<file path="src/rtl/core/ovn_pkg.sv">
`default_nettype none

package ovn_pkg;

  localparam int SEED_W     = 16;
  localparam int QUO_W      = 16;
  localparam int OCT_W      = 3;
  localparam int NUM_OCT    = 7;
  localparam int WEXP_W     = 5;
  localparam int DIVS_W     = 21;
  localparam int DIVD_W     = DIVS_W + QUO_W;
  localparam int CFG_IDX_W  = 2;
  localparam int CFG_DATA_W = 3;
  localparam int WSH_W      = 2;

  localparam logic [WEXP_W-1:0] WEIGHT_TOP = 5'd18;

  typedef logic [CFG_IDX_W-1:0] cfg_idx_t;

  localparam cfg_idx_t REG_OCTAVE_COUNT = 2'd0;
  localparam cfg_idx_t REG_WEIGHT_SHIFT = 2'd1;

  localparam logic [OCT_W-1:0] OCT_RESET = 3'd6;
  localparam logic [WSH_W-1:0] WSH_RESET = 2'd0;

  typedef struct packed {
    logic              start;
    logic [DIVD_W-1:0] dividend;
    logic [DIVS_W-1:0] divisor;
  } div_req_t;

  typedef struct packed {
    logic             done;
    logic [QUO_W-1:0] quotient;
  } div_rsp_t;

  typedef struct packed {
    logic             clear;
    logic             advance;
    logic [OCT_W-1:0] oct;
  } lane_ctl_t;

endpackage

`default_nettype wire

</file>
<file path="src/rtl/core/octave_value_noise_1d.sv">
`default_nettype none
// One-dimensional value noise summed over octaves.
// Input channel (in_valid/in_ready) takes seed words into a row store until a
// word with last_seed set arrives; a word that arrives with the store full is
// dropped. Words are accepted back to back while the row loads. The last word
// starts the row: one output word per position, in order, last_result on the
// final one. Each position runs every live octave through one shared 16-step
// restoring divider. A live octave is one below octave_count (octave 0 alone
// when octave_count is 0) whose pitch is nonzero. An octave passes through
// the store read, two multiply steps, the divider start, the divide steps and
// then the accumulate. Each position adds setup, the final weighted divide and
// the output load. in_ready stays low from the last seed until the final
// output word is loaded into the output register. A stalled receiver holds the
// output register; the sequencer waits before loading the next word.
// Configuration (cfg_valid/cfg_ready) is always ready. Reset empties the row,
// drops any pending output word and sets octave_count to 6 and weight_shift
// to 0; the seed store is not cleared.
module octave_value_noise_1d #(
  parameter int MAX_SAMPLES = 64
) (
  input  logic                           clk,
  input  logic                           rst,
  input  logic                           cfg_valid,
  output logic                           cfg_ready,
  input  ovn_pkg::cfg_idx_t              cfg_index,
  input  logic [ovn_pkg::CFG_DATA_W-1:0] cfg_data,
  input  logic                           in_valid,
  output logic                           in_ready,
  input  logic [ovn_pkg::SEED_W-1:0]     seed_value,
  input  logic                           last_seed,
  output logic                           out_valid,
  input  logic                           out_ready,
  output logic [ovn_pkg::QUO_W-1:0]      noise_value,
  output logic [$clog2(MAX_SAMPLES)-1:0] position,
  output logic                           last_result
);
  import ovn_pkg::*;

  localparam int IDX_W  = $clog2(MAX_SAMPLES);
  localparam int CNT_W  = $clog2(MAX_SAMPLES + 1);
  localparam int PROD_W = CNT_W + SEED_W;
  localparam int WSUM_W = DIVS_W;
  localparam int ACC_W  = DIVD_W;

  typedef enum logic [9:0] {
    S_LOAD     = 10'b0000000001,
    S_POS_INIT = 10'b0000000010,
    S_OCT_ADDR = 10'b0000000100,
    S_OCT_MUL1 = 10'b0000001000,
    S_OCT_MUL2 = 10'b0000010000,
    S_OCT_GO   = 10'b0000100000,
    S_OCT_WAIT = 10'b0001000000,
    S_FIN_GO   = 10'b0010000000,
    S_FIN_WAIT = 10'b0100000000,
    S_EMIT     = 10'b1000000000
  } state_t;

  state_t            state;
  state_t            state_next;
  logic [OCT_W-1:0]  octave_count;
  logic [WSH_W-1:0]  weight_shift;
  logic [CNT_W-1:0]  fill;
  logic [CNT_W-1:0]  len;
  logic [IDX_W-1:0]  x;
  logic [OCT_W-1:0]  o;
  logic [WEXP_W-1:0] wexp;
  logic [ACC_W-1:0]  acc;
  logic [WSUM_W-1:0] wsum;
  logic [PROD_W-1:0] num;
  logic [SEED_W-1:0] mem [MAX_SAMPLES];
  logic [SEED_W-1:0] rd_a;
  logic [SEED_W-1:0] rd_b;

  logic              in_acc;
  logic              has_room;
  logic [CNT_W-1:0]  fill_next;
  logic [OCT_W-1:0]  octs;
  logic [CNT_W-1:0]  pitch;
  logic [CNT_W-1:0]  pmr;
  logic [IDX_W-1:0]  r_sel;
  logic [IDX_W-1:0]  s1_sel;
  logic [CNT_W:0]    s2_sum;
  logic [IDX_W-1:0]  s2;
  logic [PROD_W-1:0] prod_a;
  logic [PROD_W-1:0] prod_b;
  logic              oct_done;
  logic              is_last;
  logic              out_free;
  lane_ctl_t         lane_ctl;
  div_req_t          div_req;
  div_rsp_t          div_rsp;

  assign cfg_ready = 1'b1;
  assign in_ready  = state == S_LOAD;
  assign in_acc    = in_valid && in_ready;
  assign has_room  = fill < CNT_W'(MAX_SAMPLES);
  assign fill_next = has_room ? fill + CNT_W'(1) : fill;
  assign octs      = (octave_count == '0) ? OCT_W'(1) : octave_count;
  assign pitch     = len >> o;
  assign pmr       = pitch - CNT_W'(r_sel);
  assign s2_sum    = (CNT_W + 1)'(s1_sel) + (CNT_W + 1)'(pitch);
  assign s2        = (s2_sum >= (CNT_W + 1)'(len)) ? IDX_W'(s2_sum - (CNT_W + 1)'(len))
                                                    : IDX_W'(s2_sum);
  assign prod_a    = PROD_W'(pmr) * PROD_W'(rd_a);
  assign prod_b    = PROD_W'(r_sel) * PROD_W'(rd_b);
  assign oct_done  = (o == octs) || (pitch == '0);
  assign is_last   = (CNT_W'(x) + CNT_W'(1)) == len;
  assign out_free  = !out_valid || out_ready;

  assign lane_ctl.clear   = state == S_LOAD;
  assign lane_ctl.advance = (state == S_OCT_WAIT) && div_rsp.done;
  assign lane_ctl.oct     = o;

  assign div_req.start    = (state == S_OCT_GO) || (state == S_FIN_GO);
  assign div_req.dividend = (state == S_FIN_GO) ? acc : DIVD_W'(num);
  assign div_req.divisor  = (state == S_FIN_GO) ? wsum : DIVS_W'(pitch);

  ovn_lanes #(.IDX_W(IDX_W), .CNT_W(CNT_W)) u_lanes (
    .clk    (clk),
    .ctl    (lane_ctl),
    .pitch  (pitch),
    .r_sel  (r_sel),
    .s1_sel (s1_sel)
  );

  ovn_div u_div (
    .clk (clk),
    .rst (rst),
    .req (div_req),
    .rsp (div_rsp)
  );

  always_ff @(posedge clk) begin
    if (in_acc && has_room) begin
      mem[fill[IDX_W-1:0]] <= seed_value;
    end
    rd_a <= mem[s1_sel];
    rd_b <= mem[s2];
  end

  always_ff @(posedge clk) begin
    if (rst) begin
      octave_count <= OCT_RESET;
      weight_shift <= WSH_RESET;
    end else if (cfg_valid && cfg_ready) begin
      unique case (cfg_index)
        REG_OCTAVE_COUNT: octave_count <= cfg_data[OCT_W-1:0];
        REG_WEIGHT_SHIFT: weight_shift <= cfg_data[WSH_W-1:0];
        default: ;
      endcase
    end
  end

  always_comb begin
    state_next = state;
    unique case (state)
      S_LOAD:     if (in_acc && last_seed) state_next = S_POS_INIT;
      S_POS_INIT: state_next = S_OCT_ADDR;
      S_OCT_ADDR: state_next = oct_done ? S_FIN_GO : S_OCT_MUL1;
      S_OCT_MUL1: state_next = S_OCT_MUL2;
      S_OCT_MUL2: state_next = S_OCT_GO;
      S_OCT_GO:   state_next = S_OCT_WAIT;
      S_OCT_WAIT: if (div_rsp.done) state_next = S_OCT_ADDR;
      S_FIN_GO:   state_next = S_FIN_WAIT;
      S_FIN_WAIT: if (div_rsp.done) state_next = S_EMIT;
      S_EMIT:     if (out_free) state_next = is_last ? S_LOAD : S_POS_INIT;
      default:    state_next = S_LOAD;
    endcase
  end

  always_ff @(posedge clk) begin
    if (rst) begin
      state     <= S_LOAD;
      fill      <= '0;
      out_valid <= 1'b0;
    end else begin
      state <= state_next;
      if (in_acc) begin
        fill <= last_seed ? '0 : fill_next;
      end
      if ((state == S_EMIT) && out_free) begin
        out_valid <= 1'b1;
      end else if (out_ready) begin
        out_valid <= 1'b0;
      end
    end
  end

  always_ff @(posedge clk) begin
    if (in_acc && last_seed) begin
      len <= fill_next;
      x   <= '0;
    end
    unique case (state)
      S_POS_INIT: begin
        o    <= '0;
        wexp <= WEIGHT_TOP;
        acc  <= '0;
        wsum <= '0;
      end
      S_OCT_MUL1: num <= prod_a;
      S_OCT_MUL2: num <= num + prod_b;
      S_OCT_WAIT: begin
        if (div_rsp.done) begin
          acc  <= acc + (ACC_W'(div_rsp.quotient) << wexp);
          wsum <= wsum + (WSUM_W'(1) << wexp);
          wexp <= (wexp > WEXP_W'(weight_shift)) ? wexp - WEXP_W'(weight_shift) : '0;
          o    <= o + OCT_W'(1);
        end
      end
      S_EMIT: begin
        if (out_free) begin
          noise_value <= div_rsp.quotient;
          position    <= x;
          last_result <= is_last;
          x           <= x + IDX_W'(1);
        end
      end
      default: ;
    endcase
  end

endmodule

`default_nettype wire

</file>
<file path="src/rtl/core/ovn_div.sv">
`default_nettype none

module ovn_div (
  input  logic              clk,
  input  logic              rst,
  input  ovn_pkg::div_req_t req,
  output ovn_pkg::div_rsp_t rsp
);
  import ovn_pkg::*;

  localparam int STEP_W = $clog2(QUO_W + 1);

  logic              busy;
  logic              done;
  logic [STEP_W-1:0] steps;
  logic [DIVS_W-1:0] rem;
  logic [DIVS_W-1:0] divisor;
  logic [QUO_W-1:0]  quo;
  logic [DIVS_W:0]   trial;
  logic              fits;

  assign trial = {rem, quo[QUO_W-1]};
  assign fits  = trial >= {1'b0, divisor};

  always_ff @(posedge clk) begin
    if (rst) begin
      busy  <= 1'b0;
      done  <= 1'b0;
      steps <= '0;
    end else begin
      done <= 1'b0;
      if (req.start) begin
        busy  <= 1'b1;
        steps <= STEP_W'(QUO_W);
      end else if (busy) begin
        steps <= steps - STEP_W'(1);
        if (steps == STEP_W'(1)) begin
          busy <= 1'b0;
          done <= 1'b1;
        end
      end
    end
  end

  always_ff @(posedge clk) begin
    if (req.start) begin
      rem     <= req.dividend[DIVD_W-1:QUO_W];
      quo     <= req.dividend[QUO_W-1:0];
      divisor <= req.divisor;
    end else if (busy) begin
      rem <= fits ? DIVS_W'(trial - {1'b0, divisor}) : trial[DIVS_W-1:0];
      quo <= {quo[QUO_W-2:0], fits};
    end
  end

  assign rsp.done     = done;
  assign rsp.quotient = quo;

endmodule

`default_nettype wire

</file>
<file path="src/rtl/core/ovn_lanes.sv">
`default_nettype none

module ovn_lanes #(
  parameter int IDX_W = 6,
  parameter int CNT_W = 7
) (
  input  logic               clk,
  input  ovn_pkg::lane_ctl_t ctl,
  input  logic [CNT_W-1:0]   pitch,
  output logic [IDX_W-1:0]   r_sel,
  output logic [IDX_W-1:0]   s1_sel
);
  import ovn_pkg::*;

  logic [IDX_W-1:0] r  [NUM_OCT];
  logic [IDX_W-1:0] s1 [NUM_OCT];
  logic [OCT_W-1:0] sel;
  logic             wrap;

  assign sel    = (ctl.oct < OCT_W'(NUM_OCT)) ? ctl.oct : '0;
  assign r_sel  = r[sel];
  assign s1_sel = s1[sel];
  assign wrap   = (CNT_W'(r_sel) + CNT_W'(1)) == pitch;

  always_ff @(posedge clk) begin
    if (ctl.clear) begin
      for (int i = 0; i < NUM_OCT; i++) begin
        r[i]  <= '0;
        s1[i] <= '0;
      end
    end else if (ctl.advance) begin
      if (wrap) begin
        r[sel]  <= '0;
        s1[sel] <= IDX_W'(CNT_W'(s1_sel) + pitch);
      end else begin
        r[sel] <= r_sel + IDX_W'(1);
      end
    end
  end

endmodule

`default_nettype wire

</file>
<file path="config.mk">
export PLATFORM = sky130hd
export DESIGN_NAME = octave_value_noise_1d
export DESIGN_NICKNAME = d
export VERILOG_FILES = /design/src/rtl/core/ovn_pkg.sv /design/src/rtl/core/octave_value_noise_1d.sv /design/src/rtl/core/ovn_div.sv /design/src/rtl/core/ovn_lanes.sv
export SDC_FILE = /design/constraint.sdc
export NUM_CORES = 2
export LEC_CHECK = 0
export BUFFER_PORTS_ARGS = -buffer_cell sky130_fd_sc_hd__buf_2
export CAP_MARGIN = 40
export CORE_UTILIZATION = 45
export DETAILED_ROUTE_END_ITERATION = 8
export GPL_ROUTABILITY_DRIVEN = 0
export GPL_TIMING_DRIVEN = 1
export PLACE_DENSITY = 0.62
export SLEW_MARGIN = 20
export SYNTH_ARGS = -nofsm -noshare
export SYNTH_HDL_FRONTEND = slang
export SYNTH_SLANG_ARGS = --single-unit
</file>
<file path="constraint.sdc">
create_clock -name clk -period 9.15 [get_ports clk]
set_clock_uncertainty 0.2 [all_clocks]
set_input_delay 0.4575 -clock clk [delete_from_list [all_inputs] [get_ports clk]]
set_output_delay 0.4575 -clock clk [all_outputs]
set_load 0.01 [all_outputs]
</file>
# Word-level counts from Yosys, hierarchy flattened
# Memory sizes are Yosys's and may differ from the RTL's. A register that Yosys moved wholly into a read port is not among the register bits.
# Cells that the tools add are included.
# op_classes
n_addsub	16
n_eq_ne	19
mux	59
bitwise	2
reduce_logical	25
n_lt_le_gt_ge	5
mul	2
shifts	3
# op_table
op	count
10-bit case mux with 10 select lines	1
21-bit two-way mux	4
37-bit two-way mux	2
37-bit case mux with 2 select lines	1
23-bit case mux with 2 select lines	1
6-bit two-way mux	7
21-bit case mux with 2 select lines	1
10-bit two-way mux	4
37-bit adder	1
16-bit by 5-bit left shift with 37-bit output	1
16-bit two-way mux	2
23-bit by 22-bit adder with 23-bit output	1
7-bit by 16-bit multiplier with 23-bit output	1
22-bit by 21-bit greater-or-equal comparator with 1-bit output	1
6-bit by 16-bit multiplier with 22-bit output	1
21-bit adder	1
7-bit two-way mux	3
1-bit by 5-bit left shift with 21-bit output, first input constant	1
21-bit subtractor	1
1-bit two-way mux	20
5-bit two-way mux	4
3-bit two-way mux	5
6-bit by 1-bit adder with 7-bit output, second input constant	2
7-bit == test	2
other kinds (47)	63
# totals
wordCells	157
regBits	213
output_inout_bits	26
mem_bits_rw	1108
n_memories	3
in_bits	27
# memory_table
name	words	word_bits	read_ports	rd_ports_with_merged_regs	write_ports	line_no	source
mem	64	16	2	2	1	octave_value_noise_1d.sv:70	logic [SEED_W-1:0] mem [MAX_SAMPLES];
u_lanes.r	7	6	1	0	7	ovn_lanes.sv:15	logic [IDX_W-1:0] r [NUM_OCT];
u_lanes.s1	7	6	1	0	7	ovn_lanes.sv:16	logic [IDX_W-1:0] s1 [NUM_OCT];

# Logic depth before layout (Yosys ltp)
# An unclocked memory read counts as a cell.
# depth
word_depth	12
ltp_mapped	38
mapped_depth_nobuf	32

# Cells and area by module
# Synthesis repeated with hierarchy kept, for this count alone.
# unflattened
hier_cells	6338
area_unflattened_um2	75204.6
# by_module_without_submodules
module	cells_each	area_each_um2	instances
octave_value_noise_1d	5594	66706.5	1
ovn_lanes	406	4608.2	1
ovn_div	338	3890.0	1

# Worst setup path before layout
# Ideal clock, no wire load.
# synth_timing
path_type	reg2reg
startpoint	register o[1]
endpoint	register num[21] (data pin)
setup_time_ps	269
arrival_time_ps	7728
path_buffers	5
setup_slack_ps	953
t_required_ps	8681
stages_incl_launch_ff	36
cell_sequence	edfxtp_1 -> buf_6 -> buf_4 -> mux2i_1 -> mux4_2 -> o21ai_1 -> clkbuf_1 -> buf_1 -> ha_1 -> fa_1 -> nor2b_1 -> o21ai_0 -> nand2b_1 -> a21o_1 -> a21oi_1 -> xnor2_1 -> clkbuf_1 -> nand2b_1 -> fa_1 -> fa_1 -> inv_1 -> fa_1 -> inv_1 -> fa_1 -> inv_1 -> ha_1 -> a211oi_1 -> o211ai_1 -> and3_1 -> o41a_1 -> a211o_1 -> o311ai_0 -> o21ai_0 -> xor2_1 -> nand2_1 -> o21ai_0
# synth_via
elab_chain_cells	6
word_cells_on_any_way	9
cone_classes	add/sub (2); mul (2); order compare (1); shift (1); mux (2); memory (1)
# synth_rtl
item	line_no	source
start: declaration	octave_value_noise_1d.sv:65	logic [OCT_W-1:0] o;
start signal: assignment	octave_value_noise_1d.sv:208	o <= o + OCT_W'(1);
3-bit less-than comparator	ovn_lanes.sv:20	assign sel = (ctl.oct < OCT_W'(NUM_OCT)) ? ctl.oct : '0;
3-bit two-way mux	ovn_lanes.sv:20	
memory read 7 x 6 bit	-	
6-bit by 16-bit multiplier with 22-bit output or 7-bit by 6-bit subtractor with 7-bit output (tied branches)	octave_value_noise_1d.sv:105, octave_value_noise_1d.sv:100	
23-bit by 22-bit adder with 23-bit output or 7-bit by 16-bit multiplier with 23-bit output (tied branches)	octave_value_noise_1d.sv:202, octave_value_noise_1d.sv:104	
23-bit case mux with 2 select lines *	octave_value_noise_1d.sv:194	unique case (state)
end signal: assignment	octave_value_noise_1d.sv:201	S_OCT_MUL1: num <= prod_a;
end signal: assignment	octave_value_noise_1d.sv:202	S_OCT_MUL2: num <= num + prod_b;
end: declaration	octave_value_noise_1d.sv:69	logic [PROD_W-1:0] num;
# Mark *: on every way between the ends. The rest lies on a longest branch, timed or not.
# A chain may end at the register's enable or synchronous reset.

# Final worst setup path
# layout_timing
startpoint	register o[2]
endpoint	register rd_b[8], read port of mem
# layout_via
elab_chain_cells	6
word_cells_on_any_way	8
cone_classes	add/sub (2); order compare (2); shift (1); mux (2); memory (1)
# layout_rtl
item	line_no	source
3-bit less-than comparator	ovn_lanes.sv:20	
3-bit two-way mux	ovn_lanes.sv:20	
memory read 7 x 6 bit	-	
6-bit by 7-bit adder with 8-bit output *	octave_value_noise_1d.sv:101	assign s2_sum = (CNT_W + 1)'(s1_sel) + (CNT_W + 1)'(pitch);
8-bit by 7-bit greater-or-equal comparator with 1-bit output or 6-bit subtractor (tied branches)	octave_value_noise_1d.sv:102	assign s2 = (s2_sum >= (CNT_W + 1)'(len)) ? IDX_W'(s2_sum - (CNT_W + 1)'(len))
6-bit two-way mux *	octave_value_noise_1d.sv:102	
end: declaration	octave_value_noise_1d.sv:72	logic [SEED_W-1:0] rd_b;
# Marks and branches as above.

==> qor.yml <==
routing:
  first_iter_violations: 7828
  drtPass1Iterations: 6
  detail_route.vias_per_cell: 6.26
  routed_wl_mm: 255
  wl_per_cell_um: 26.0
  via_count: 61500
  drtAntennaViolNets: 0
  detail_route.drc_violations: 0
synthesis:
  postSynthRegisterBits: 1353
  ys_seq_area_share_pct: 52.3
  yosys.cell_count.top_type: "sky130_fd_sc_hd__nand2_1"
  synth.cell_area_um2: 76100
  yosys_warnings: 0
  synth_enable_flop_cells: 1273
  synth-main-ff-cell: "sky130_fd_sc_hd__edfxtp_1"
  synthesis.nets: 7941
  syn_inst: 7579
  leading_cell_types_by_count_after_synthesis: "sky130_fd_sc_hd__nand2_1 (1,803), sky130_fd_sc_hd__edfxtp_1 (1,273), sky130_fd_sc_hd__nand3_1 (506), sky130_fd_sc_hd__a211oi_1 (375), sky130_fd_sc_hd__clkbuf_1 (360)"
  synth_top_area_share_pct: 50.2
  synth_top_cell_by_area: "sky130_fd_sc_hd__edfxtp_1"
  asyncSetResetFlopFracSynth_pct: 0
  syn_area_per_cell_um2: 10.0
  ys_types: 92
  netlist_top_cells_area: "sky130_fd_sc_hd__edfxtp_1 (50%), sky130_fd_sc_hd__nand2_1 (8.9%), sky130_fd_sc_hd__fa_1 (4.0%)"
clock_tree:
  cts_made_buffers: 154
  clock_latency_ns: 0.85
  post-cts-setup-buffer-count: 0
  clock_tree_from_tritoncts: "built"
  cts-resized-gates: 0
  cts_root_buf: "sky130_fd_sc_hd__clkbuf_16"
  hold_buffers_post_cts: 16
  clock_tree.htree_level_count: 4
  worst_setup_hold_path_clk_slew_ns: 0.06
  cts.sink_count: 1353
  clk_path_buf_depth: 3
floorplanning:
  floorplan.initialDensity_pct: 45.4
  placeableCoreArea_um2: 168000
  fp.dieH_um: 413
  row_count: 150
  die_area_um2: 171000
  die_w_um: 413
  ios: 53
sta:
  setup_tns_ns: 0
  final_number_of_setup_violating_endpoints: 0
  finalCritPeriodShare_pct: 95.4
  timing.slew.headroom_pct: 32.2
  timing_max_transition_violations_final: 0
  worst_slack_ns: 0.424
  finalHoldViolations: 0
  worst_pin_slew_ns: 1.02
  period_minus_slack_ns: 8.73
  max_freq_ghz: 0.115
  rsz0062_at_grt: "no"
layout:
  nets: 7847
  multi_input_comb_area_um2: 33300
  flow.area_growth_from_synthesis_pct: 11.2
  post_route_cells_drive_above_1_share_pct: 8.66
  layout.area.seq_um2: 39800
  fillerInstances: 14800
worst_setup_path:
  r2r_end: "rd_b[8]"
  r2r-start: "o[2]"
  critical-path-max-stage-delay_ns: 0.82
  cp.arrival_ns: 9.31
  rr_worst_depth: 26
  critical_path.max_fanout: 89
  timing.reg2reg.setup_slack_ns: 0.42
  crit_path_capture: "rd_b[8]"
  cpMaxStageDelayCell: "sky130_fd_sc_hd__o22ai_1"
  worst_setup_path_startpoint: "o[2]"
  startpoint_type: "flip-flop"
  worst-endpoint-required_ns: 9.73
  worst-setup-path-type: "reg -> reg"
  timing.critical_path.to_type: "flip-flop"
placed_design:
  preCtsSetupSlack_ns: 0.382
  portBuffers: 51
  detailedPlacementHpwl_mm: 159
grt:
  vias_in_the_first_global_route: 58600
  groute.usage.overall_pct: 29.5
  grt_total_ovfl: 0
  grt_start_max_net_pins: 187
  antenna_found_initial: 11
  wire_length_of_the_first_global_routing_pass_mm: 378
run:
  maxCapViolCount: 0
hold_path:
  worst_hold_path_type: "in -> reg"
run_status:
  status: "finished clean"
[worst min path at each step]
stage / startpoint / endpoint / slack (ns) / cells past startpoint
2_1_floorplan: u_lanes.r[6][1] / u_lanes.r[6][1] / 0.22 / 2
3_3_place_gp: u_lanes.r[6][2] / u_lanes.r[6][2] / 0.24 / 2
3_5_place_dp: u_lanes.r[6][2] / u_lanes.r[6][2] / 0.25 / 2
4_1_cts: seed_value[1] / mem[55][1] / 0.08 / 2
5_1_grt: seed_value[1] / mem[55][1] / 0.11 / 2
6_report: seed_value[1] / mem[55][1] / 0.13 / 2
[routing by layer]
layer	part of all wire [%]	vias to the layer above	track usage (%)
li1	-	27300	-
met1	39	29800	39.4
met2	45	3605	45.1
met3	11	715	6.22
met4	5.7	12	15.4
met5	0.031	-	0
[sequential cells by signal, summed over array words and instances, names as in the netlist, 7 cells and up]
name and flops:
acc 37, fill 7, len 7, mem 1024, noise_value 16, num 23, rd_a 16, rd_b 16
state 10, u_div.divisor 21, u_div.quo 16, u_div.rem 21, u_lanes.r 42, u_lanes.s1 42, wsum 21
[cell usage in the layout, fill, tap and decap left out, drive strengths merged, types with 17 or more instances in the layout]
cell type | synthesis | layout
a211oi | 375 | 375
fa | 152 | 152
o22ai | 68 | 68
xor2 | 58 | 58
nand2 | 1806 | 1806
and3 | 283 | 283
a31oi | 160 | 160
mux2i | 99 | 99
clkinv | 0 | 72
o21a | 22 | 22
nor3 | 79 | 79
inv | 260 | 262
nand2b | 57 | 57
and2 | 96 | 96
a21oi | 245 | 245
o21ai | 167 | 167
a32oi | 22 | 22
nand4 | 137 | 137
dfxtp | 80 | 80
nor2b | 62 | 62
dlygate4sd3 | 0 | 17
clkbuf | 360 | 201
xnor2 | 86 | 86
nor2 | 344 | 344
a311oi | 129 | 129
buf | 187 | 278
edfxtp | 1273 | 1273
ha | 183 | 183
a21o | 43 | 43
nand3 | 506 | 506
[logic make-up after synthesis]
family,Yosys count,share of synthesized area [%]
other,1,0.00493
and+or+nand+nor,3455,20.6
muxes,123,1.82
buffers and inverters,807,4.40
AOI/OAI and AO/OA,1360,12.1
adders and majority gates,335,7.01
DFF,1353,52.3
xor gates and xnor gates,145,1.72
[cell type report]
class,instances,share of cell area (%)
clock inverter,88,1.24
tap,2204,3.26
multi-input combinational,5419,39.4
clock buffer,200,4.87
sequential,1353,47.0
antenna,3,0.00887
inverter,260,1.16
timing repair buffer,297,3.04
[critical path: cells and delay by family (launching register included)]
family	cells	cell delay (ns)
AO/OA/AOI/OAI	8	2.26
XOR/XNOR	1	0.14
adder cells (fa/ha/maj)	3	1.12
buffers and inverters	6	1.78
flip-flops	1	0.64
multiplexers	2	1.15
AND/OR/NAND/NOR	6	1.23
[per-stage QoR]
step | instance area, um^2 | cells | utilization, % | hold slack, ns
floorplan | 76100 | 7579 | - | 0.220
global placement | 78800 | 9471 | 47.0 | 0.242
detailed placement | 79200 | 9509 | 47.3 | 0.246
CTS | 84500 | 9813 | 50.4 | 0.0824
global route | 84700 | 9822 | 50.5 | 0.114
finish | 84700 | 9824 | 50.5 | 0.126
Power is not shown: default switching activity piles up to over one toggle a cycle in this logic, so the estimate is an artifact.
